==> src/hdl/wcs_pkg.sv <==
// Package with shared types and character constants for the comment and whitespace skipper.
package wcs_pkg;

  // Character codes that the scanner looks for.
  localparam logic [7:0] ChSlash = 8'h2F;
  localparam logic [7:0] ChStar  = 8'h2A;
  localparam logic [7:0] ChNl    = 8'h0A;
  localparam logic [7:0] ChTab   = 8'h09;
  localparam logic [7:0] ChCr    = 8'h0D;
  localparam logic [7:0] ChSpace = 8'h20;

  // Input commands.
  localparam logic CmdData  = 1'b0;
  localparam logic CmdFlush = 1'b1;

  // Result queue geometry.
  localparam int FifoDepth = 4;
  localparam int PtrW      = $clog2(FifoDepth);
  localparam int FillW     = $clog2(FifoDepth + 1);

  // Scanner modes.
  typedef enum logic [2:0] {
    MODE_TEXT  = 3'd0,
    MODE_LINE  = 3'd1,
    MODE_BLOCK = 3'd2,
    MODE_STAR  = 3'd3
  } scan_mode_e;

  // One classified byte on its way out.
  typedef struct packed {
    logic [7:0]  out_byte;
    logic        kept;
    logic [31:0] line_number;
    logic        last;
  } result_t;

endpackage

==> src/hdl/whitespace_comment_skipper_unit.sv <==
// The results of a byte accepted at an edge are offered right after that same edge when
// the result queue is empty.
// Throughput: one input byte per cycle and, while out_stall_i is low, one result per cycle;
// a data byte that releases a held slash makes two results, so the input stalls while the
// four-entry result queue has fewer than two free slots.
// Reset (asynchronous, active low) returns the scanner to normal text, drops a held
// slash, clears the newline count and empties the result queue.
module whitespace_comment_skipper_unit (
  input  logic        clk_i,
  input  logic        rst_ni,
  input  logic        in_valid_i,
  output logic        in_stall_o,
  input  logic        command_i,
  input  logic [7:0]  text_byte_i,
  output logic        out_valid_o,
  input  logic        out_stall_i,
  output logic [7:0]  out_byte_o,
  output logic        kept_o,
  output logic [31:0] line_number_o,
  output logic        last_o
);

  wcs_pkg::scan_mode_e mode_q, mode_d;
  logic                held_q, held_d;
  logic [31:0]         count_q, count_d;

  wcs_pkg::result_t    fifo_q [wcs_pkg::FifoDepth];
  logic [wcs_pkg::PtrW-1:0]  wr_ptr_q, rd_ptr_q;
  logic [wcs_pkg::FillW-1:0] fill_q, fill_d;

  logic                in_xfer;
  logic                out_xfer;
  logic [1:0]          n_res;
  wcs_pkg::result_t    res0, res1;
  logic                is_nl;
  logic                is_space;
  logic [31:0]         cnt_nl;

  // Handshakes: accept only with room for two results.
  assign in_stall_o  = (fill_q > wcs_pkg::FillW'(wcs_pkg::FifoDepth - 2));
  assign in_xfer     = in_valid_i && !in_stall_o;
  assign out_valid_o = (fill_q != '0);
  assign out_xfer    = out_valid_o && !out_stall_i;

  // Character classes and the saturating newline count.
  assign is_nl    = (text_byte_i == wcs_pkg::ChNl);
  assign is_space = text_byte_i inside {wcs_pkg::ChSpace, wcs_pkg::ChTab,
                                        wcs_pkg::ChNl, wcs_pkg::ChCr};
  assign cnt_nl   = (is_nl && (count_q != '1)) ? count_q + 32'd1 : count_q;

  // Scanner next state for the current transfer.
  always_comb begin
    mode_d = mode_q;
    held_d = held_q;
    count_d = count_q;
    if (in_xfer) begin
      if (command_i == wcs_pkg::CmdFlush) begin
        held_d = 1'b0;
        mode_d = wcs_pkg::MODE_TEXT;
      end else begin
        case (mode_q)
          wcs_pkg::MODE_LINE: begin
            count_d = cnt_nl;
            if (is_nl) begin
              mode_d = wcs_pkg::MODE_TEXT;
            end
          end
          wcs_pkg::MODE_BLOCK, wcs_pkg::MODE_STAR: begin
            count_d = cnt_nl;
            if ((mode_q == wcs_pkg::MODE_STAR) && (text_byte_i == wcs_pkg::ChSlash)) begin
              mode_d = wcs_pkg::MODE_TEXT;
            end else if (text_byte_i == wcs_pkg::ChStar) begin
              mode_d = wcs_pkg::MODE_STAR;
            end else begin
              mode_d = wcs_pkg::MODE_BLOCK;
            end
          end
          default: begin
            mode_d = wcs_pkg::MODE_TEXT;
            if (held_q) begin
              held_d = 1'b0;
              if ((text_byte_i == wcs_pkg::ChSlash) || (text_byte_i == wcs_pkg::ChStar)) begin
                mode_d = (text_byte_i == wcs_pkg::ChSlash) ? wcs_pkg::MODE_LINE
                                                           : wcs_pkg::MODE_BLOCK;
              end else begin
                count_d = cnt_nl;
              end
            end else if (text_byte_i == wcs_pkg::ChSlash) begin
              held_d = 1'b1;
            end else begin
              count_d = cnt_nl;
            end
          end
        endcase
      end
    end
  end

  // Scanner outputs: the results of the current transfer.
  always_comb begin
    n_res = 2'd0;
    res0 = '{out_byte: text_byte_i, kept: 1'b0, line_number: cnt_nl, last: 1'b1};
    res1 = '{out_byte: text_byte_i, kept: 1'b0, line_number: cnt_nl, last: 1'b1};
    if (in_xfer) begin
      if (command_i == wcs_pkg::CmdFlush) begin
        if (held_q) begin
          n_res = 2'd1;
          res0 = '{out_byte: wcs_pkg::ChSlash, kept: 1'b1, line_number: count_q, last: 1'b1};
        end
      end else begin
        case (mode_q)
          wcs_pkg::MODE_LINE, wcs_pkg::MODE_BLOCK, wcs_pkg::MODE_STAR: begin
            n_res = 2'd1;
          end
          default: begin
            if (held_q) begin
              n_res = 2'd2;
              if ((text_byte_i == wcs_pkg::ChSlash) || (text_byte_i == wcs_pkg::ChStar)) begin
                // The held slash opens a comment: both bytes are skipped.
                res0 = '{out_byte: wcs_pkg::ChSlash, kept: 1'b0, line_number: count_q,
                         last: 1'b0};
                res1 = '{out_byte: text_byte_i, kept: 1'b0, line_number: count_q,
                         last: 1'b1};
              end else begin
                // The held slash was a plain character.
                res0 = '{out_byte: wcs_pkg::ChSlash, kept: 1'b1, line_number: count_q,
                         last: 1'b0};
                res1 = '{out_byte: text_byte_i, kept: !is_space, line_number: cnt_nl,
                         last: 1'b1};
              end
            end else if (text_byte_i != wcs_pkg::ChSlash) begin
              n_res = 2'd1;
              res0.kept = !is_space;
            end
          end
        endcase
      end
    end
  end

  // Queue fill level after this cycle's pushes and pop.
  assign fill_d = fill_q + wcs_pkg::FillW'(n_res) - wcs_pkg::FillW'(out_xfer);

  // Control registers.
  always_ff @(posedge clk_i or negedge rst_ni) begin
    if (!rst_ni) begin
      mode_q   <= wcs_pkg::MODE_TEXT;
      held_q   <= 1'b0;
      count_q  <= '0;
      wr_ptr_q <= '0;
      rd_ptr_q <= '0;
      fill_q   <= '0;
    end else begin
      mode_q   <= mode_d;
      held_q   <= held_d;
      count_q  <= count_d;
      wr_ptr_q <= wr_ptr_q + wcs_pkg::PtrW'(n_res);
      if (out_xfer) begin
        rd_ptr_q <= rd_ptr_q + wcs_pkg::PtrW'(1);
      end
      fill_q   <= fill_d;
    end
  end

  // Result queue storage; up to two entries written per cycle.
  always_ff @(posedge clk_i) begin
    if (n_res != 2'd0) begin
      fifo_q[wr_ptr_q] <= res0;
    end
    if (n_res == 2'd2) begin
      fifo_q[wr_ptr_q + wcs_pkg::PtrW'(1)] <= res1;
    end
  end

  // Head of the queue drives the output.
  assign out_byte_o    = fifo_q[rd_ptr_q].out_byte;
  assign kept_o        = fifo_q[rd_ptr_q].kept;
  assign line_number_o = fifo_q[rd_ptr_q].line_number;
  assign last_o        = fifo_q[rd_ptr_q].last;

`ifndef SYNTHESIS
  // The queue never holds more than its depth.
  assert property (@(posedge clk_i) disable iff (!rst_ni)
    fill_q <= wcs_pkg::FillW'(wcs_pkg::FifoDepth))
    else $error("result queue overflow");

  // A slash is only held in normal text mode.
  assert property (@(posedge clk_i) disable iff (!rst_ni)
    held_q |-> (mode_q == wcs_pkg::MODE_TEXT))
    else $error("slash held outside text mode");

  // The newline count never goes down.
  assert property (@(posedge clk_i) disable iff (!rst_ni)
    count_q >= $past(count_q))
    else $error("newline count decreased");

  // A flush always leaves the scanner in text mode with nothing held.
  assert property (@(posedge clk_i) disable iff (!rst_ni)
    (in_xfer && (command_i == wcs_pkg::CmdFlush)) |=>
      ((mode_q == wcs_pkg::MODE_TEXT) && !held_q))
    else $error("flush did not reset the scanner");
`endif

endmodule

==> config.mk <==
export PLATFORM = sky130hd
export DESIGN_NAME = whitespace_comment_skipper_unit
export DESIGN_NICKNAME = d
export VERILOG_FILES = /design/src/hdl/wcs_pkg.sv /design/src/hdl/whitespace_comment_skipper_unit.sv
export SDC_FILE = /design/constraint.sdc
export NUM_CORES = 1
export LEC_CHECK = 0
export ABC_AREA = 0
export BUFFER_PORTS_ARGS = -buffer_cell sky130_fd_sc_hd__buf_4
export CORE_MARGIN = 2
export CORE_UTILIZATION = 30
export CTS_CLUSTER_DIAMETER = 80
export DETAILED_ROUTE_END_ITERATION = 10
export PLACE_DENSITY = 0.5
export SKIP_CTS_REPAIR_TIMING = 1
export SLEW_MARGIN = 20
export SYNTH_ARGS = -nofsm -noshare
export SYNTH_HDL_FRONTEND = slang
export SYNTH_SLANG_ARGS = --single-unit
==> constraint.sdc <==
create_clock -name clk_i -period 4.5 [get_ports clk_i]
set_clock_uncertainty 0.15 [all_clocks]
set_input_delay 0.225 -clock clk_i [delete_from_list [all_inputs] [get_ports clk_i]]
set_output_delay 0.225 -clock clk_i [all_outputs]
set_load 0.005 [all_outputs]
# After elaboration in Yosys (flattened, before gate mapping)
# Memories as Yosys holds them, arrays and structs flattened.
# Index checks and enable logic that the tools add are counted.
# totals
reg_bits,43
inputBits,13
out_inout_bits,44
mem_bits_rw,168
n_memories,1
wordCells,88
# mem_list
memory,depth,word_bits,rd,rd_ports_with_merged_regs,wr,line,rtl
fifo_q,4,42,1,0,2,whitespace_comment_skipper_unit.sv:27,wcs_pkg::result_t fifo_q [wcs_pkg::FifoDepth];
# classes
n_reduce_logical,16
n_eq_ne,16
bitwise_logic,1
order_cmp,1
addsub,6
muxes,41
# op_table
operator,n
$mux W34,6
$mux W42,4
$mux W32,5
$mux W33,1
$add A32 B1 Y32 const B,1
$ne A32 B32 Y1 const B,1
$eq A8 B4 Y1 const B,3
$eq A8 B6 Y1 const B,3
$mux W2,8
$mux W1,13
$ne A3 B3 Y1 const B,3
$mux W8,1
$ne A8 B6 Y1 const B,1
$eq A3 B2 Y1 const B,2
$mux W3,2
$pmux W3 S2,1
$add A2 B1 Y2 const B,2
$logic_and A1 B1 Y1,4
$reduce_and A2 Y1,2
$reduce_and A4 Y1,1
$reduce_bool A4 Y1,1
$add A3 B2 Y3,1
$eq A3 B1 Y1 const B,1
$gt A3 B2 Y1 const B,1
11 further kinds,13

# Logic depth before layout (Yosys ltp)
# logic_depth
word_depth,9
mapped_depth,12
ltp_nobuf,11

# Least setup slack after synthesis
# No wires, ideal clock.
# synth_timing
path_type,reg2reg
start,register mode_q[1]
end,memory fifo_q[0][10] in the netlist's numbering (enable)
slack_ns,1.264
setup_time_ns,0.395
n_path_buf,3
synth_period_minus_slack_ns,3.236
required_ns,3.955
arrival_time_ns,2.690
path_stages_with_launch,9
path_cell_list,dfrtp_1 > buf_2 > or3b_4 > nor4_4 > and3_1 > a21oi_1 > buf_2 > buf_2 > inv_1
# synth_rtl
element,line,rtl
start: declaration,whitespace_comment_skipper_unit.sv:23,"wcs_pkg::scan_mode_e mode_q, mode_d;"
start signal: assignment,whitespace_comment_skipper_unit.sv:147,mode_q <= wcs_pkg::MODE_TEXT;
start signal: assignment,whitespace_comment_skipper_unit.sv:154,mode_q <= mode_d;
end: declaration,whitespace_comment_skipper_unit.sv:27,

==> impl_results.rst <==
.. list-table::
   :header-rows: 1

   * - Metric
     - Value
   * - Total Power Consumption
     - 6.17 mW
   * - Worst Hold Launch
     - text_byte_i[5]
   * - Sequential element share of the synthesized area
     - 0.504
   * - Clock tree root buffer cell
     - sky130_fd_sc_hd__clkbuf_16
   * - Total number of clock tree sinks
     - 210
   * - Layout cell share with drive strength beyond 1
     - 0.185
   * - Unrepaired setup endpoints after global routing
     - no
   * - Combined area of all synthesized cells
     - 0.0120 sq mm
   * - Fin Hold WS
     - 0.0284 ns
   * - Clock tree from TritonCTS
     - done
   * - Vias post-DR
     - 9,730
   * - Async S/R FF share, synth
     - 0.200
   * - Final setup TNS
     - 0 ns
   * - Area of the die
     - 0.0417 sq mm
   * - Register clock-pin slew on the reported worst setup and hold paths
     - 0.06 ns
   * - Routed wire per std cell
     - 23.3 microns
   * - Diode insertion count for antenna repair
     - 0
   * - Placed inst area
     - 0.0130 sq mm
   * - Worst Path Class, Setup
     - flip-flop to flip-flop
   * - Largest cells by area after synthesis
     - sky130_fd_sc_hd__edfxtp_1, sky130_fd_sc_hd__a31oi_1, sky130_fd_sc_hd__dfrtp_1
   * - Average cell area after synthesis
     - 10.9 sq um
   * - Final setup fails
     - 0
   * - Dominant cell by count in the synthesized netlist
     - sky130_fd_sc_hd__a31oi_1
   * - Warnings, synthesis
     - 0
   * - Number of placed I/O pins
     - 57
   * - Buffers from clock root to sink, at most
     - 3
   * - Final period util
     - 0.833
   * - Total Routing Usage GR
     - 0.184
   * - Clock insertion delay at the later pin of the skew report
     - 0.52 ns
   * - Routability congestion estimate from global placement
     - 0.814
   * - Final max-slew violation count
     - 0
   * - Detailed Place HPWL
     - 24,300 microns
   * - Type of origin of the critical path
     - flip-flop
   * - Number of storage elements in the synthesis netlist
     - 210
   * - Proportion of netlist area held by the largest area contributor
     - 0.410
   * - Leakage power summed over all cells
     - 4.33 nW
   * - Number of antenna violations at the first check in global routing
     - 0
   * - Launch point of the critical path
     - count_q[0]
   * - CTS H-tree depth
     - 1
   * - Number of hold-slack violations in the final timing report
     - 0
   * - Residual DRC
     - 0
   * - Post-Syn Nets
     - 1,119
   * - IO Port Bufs
     - 56
   * - Total detailed-routing wirelength
     - 38,300 microns
   * - Total CTS buffers
     - 25
   * - Largest net degree at the start of global routing
     - 55
   * - Maximum fanout count along the critical path
     - 25
   * - Average via count per standard cell
     - 5.93
   * - Most instantiated flip-flop cell in the synthesis netlist
     - sky130_fd_sc_hd__edfxtp_1
   * - Synth Instances
     - 1,100
   * - Area added between synthesis and finish
     - 15.8%
   * - Achievable clock frequency
     - 0.267 GHz
   * - Number of standard-cell rows in the floorplan
     - 73
   * - Synth unique cells
     - 64
   * - Min cycle time layout
     - 3.75 ns
   * - Worst hold path type
     - input pin to flip-flop
   * - Chip Height
     - 204 microns
   * - Reported max-cap violation count
     - 0
   * - Endpoint required time on the critical path
     - 4.69 ns
   * - Arrival time reported for the critical path endpoint
     - 3.94 ns
   * - DRT antenna net count
     - 0
   * - Launching point of the worst reg2reg path
     - count_q[0]
   * - Starting Density
     - 0.303
   * - Total congestion overflow after global routing
     - 0
   * - CORE AREA
     - 0.0396 sq mm
   * - Relative slew slack
     - 0.339
   * - Horizontal extent of the die
     - 204 microns
   * - Wire length of the first global-routing pass
     - 58,900 microns
   * - Number of global-route vias before repair
     - 9,504
   * - 1st-pass router iterations
     - 6
   * - Worst Tran Pin Value
     - 0.992 ns
   * - Area of all placed cells without fillers
     - 0.0139 sq mm
   * - Number of DRC markers in iteration 0
     - 928
   * - Power Dens Cells
     - 443 mW/mm^2
   * - Top cell type by total area after synthesis
     - sky130_fd_sc_hd__edfxtp_1
   * - Crit. End Element
     - flip-flop
   * - Maximum vdd ir drop
     - 0.202 mV
   * - Result of the run
     - finished, final reports clean
   * - # nets final
     - 1,117
   * - Number of enable flip-flop cells after synthesis
     - 164
   * - Top post-synthesis cells by count
     - sky130_fd_sc_hd__a31oi_1, sky130_fd_sc_hd__edfxtp_1, sky130_fd_sc_hd__clkbuf_1
-- placed cells by master, fill, tap and decap left out, types with 7 or more instances in the layout --
cell / n
sky130_fd_sc_hd__a21oi_1: 54
sky130_fd_sc_hd__a311oi_1: 41
sky130_fd_sc_hd__a31oi_1: 169
sky130_fd_sc_hd__and2_1: 16
sky130_fd_sc_hd__and3_1: 15
sky130_fd_sc_hd__and4_1: 8
sky130_fd_sc_hd__buf_4: 84
sky130_fd_sc_hd__clkbuf_16: 25
sky130_fd_sc_hd__dfrtp_1: 40
sky130_fd_sc_hd__edfxtp_1: 164
sky130_fd_sc_hd__inv_1: 21
sky130_fd_sc_hd__mux4_2: 42
sky130_fd_sc_hd__nand2_1: 29
sky130_fd_sc_hd__nand3_1: 54
sky130_fd_sc_hd__nand4_1: 20
sky130_fd_sc_hd__nor2_1: 39
sky130_fd_sc_hd__nor2b_1: 7
sky130_fd_sc_hd__nor3_1: 19
sky130_fd_sc_hd__o21ai_0: 67
sky130_fd_sc_hd__o21ai_1: 28
sky130_fd_sc_hd__or3_1: 8
sky130_fd_sc_hd__xnor2_1: 34
-- routing by layer --
metal / vias to the layer above / track usage / share of wire
li1: 4412 / - / -
met1: 4881 / 0.252 / 0.44
met2: 378 / 0.304 / 0.47
met3: 59 / 0.0220 / 0.061
met4: 0 / 0.0569 / 0.024
met5: - / 0 / 0
-- worst max-delay path, stage by stage, from the launching register on --
cell	delay, ns
sky130_fd_sc_hd__dfrtp_1	0.59
sky130_fd_sc_hd__ha_1	0.37
sky130_fd_sc_hd__nand3_1	0.40
sky130_fd_sc_hd__or3_1	0.67
sky130_fd_sc_hd__o31ai_4	0.79
sky130_fd_sc_hd__nor3_1	0.25
sky130_fd_sc_hd__a311oi_1	0.33
-- cell type report --
cell class,count,area (sq um)
clock buffer,28,647
sequential,210,6060
multi-input combinational,740,5420
fill,3945,25700
tap,525,657
clock inverter,17,241
timing repair buffer,95,801
inverter,26,100
-- cells by family (layout without fill, tap and decap cells) --
family,count (synthesis),count (layout),synth area share
muxes,44,44,0.0805
buffers and inverters,150,166,0.0529
DFF,210,210,0.504
and+or+nand+nor,247,247,0.114
adders and majority gates,6,6,0.00687
AOI/OAI and AO/OA,406,406,0.215
xor gates and xnor gates,37,37,0.0269
-- path summary, 6_finish.rpt --
| kind | depth (start not counted) | slack (ns) | to |
|---|---|---|---|
| min in group asynchronous | 2 | 0.12 | rd_ptr_q[0] |
| max in group asynchronous | 2 | 3.61 | rd_ptr_q[0] |
| hold / removal | 3 | 0.03 | fifo_q[1][39] |
| setup / recovery | 6 | 0.75 | fifo_q[2][9] |
| hold reg to reg | 2 | 0.33 | fifo_q[1][0] |
| setup reg to reg | 6 | 0.75 | fifo_q[2][9] |
-- report_power, final --
| group | leakage [nW] | switching, mW | internal (mW) | total [mW] |
|---|---|---|---|---|
| Combinational | 1.79 | 0.733 | 0.766 | 1.50 |
| Clock | 0.435 | 0.824 | 1.38 | 2.20 |
| Sequential | 2.11 | 0.239 | 2.23 | 2.47 |
-- registers in the layout (all words and copies together) (netlist names) --
name	flops
fifo_q	168
count_q	32
fill_q	3
mode_q	2
rd_ptr_q	2
wr_ptr_q	2
held_q	1
-- stage by stage --
| step | worst slack, ns | std cells | util |
|---|---|---|---|
| 6_report | 0.751 | 1641 | 0.351 |
| 5_1_grt | 0.388 | 1641 | 0.351 |
| 4_1_cts | 0.839 | 1635 | 0.349 |
| 3_5_place_dp | 0.862 | 1590 | 0.327 |
| 3_3_place_gp | 0.982 | 1590 | 0.327 |
| 2_1_floorplan | 1.26 | 1100 | - |
Power figures use the tool's default switching activity.
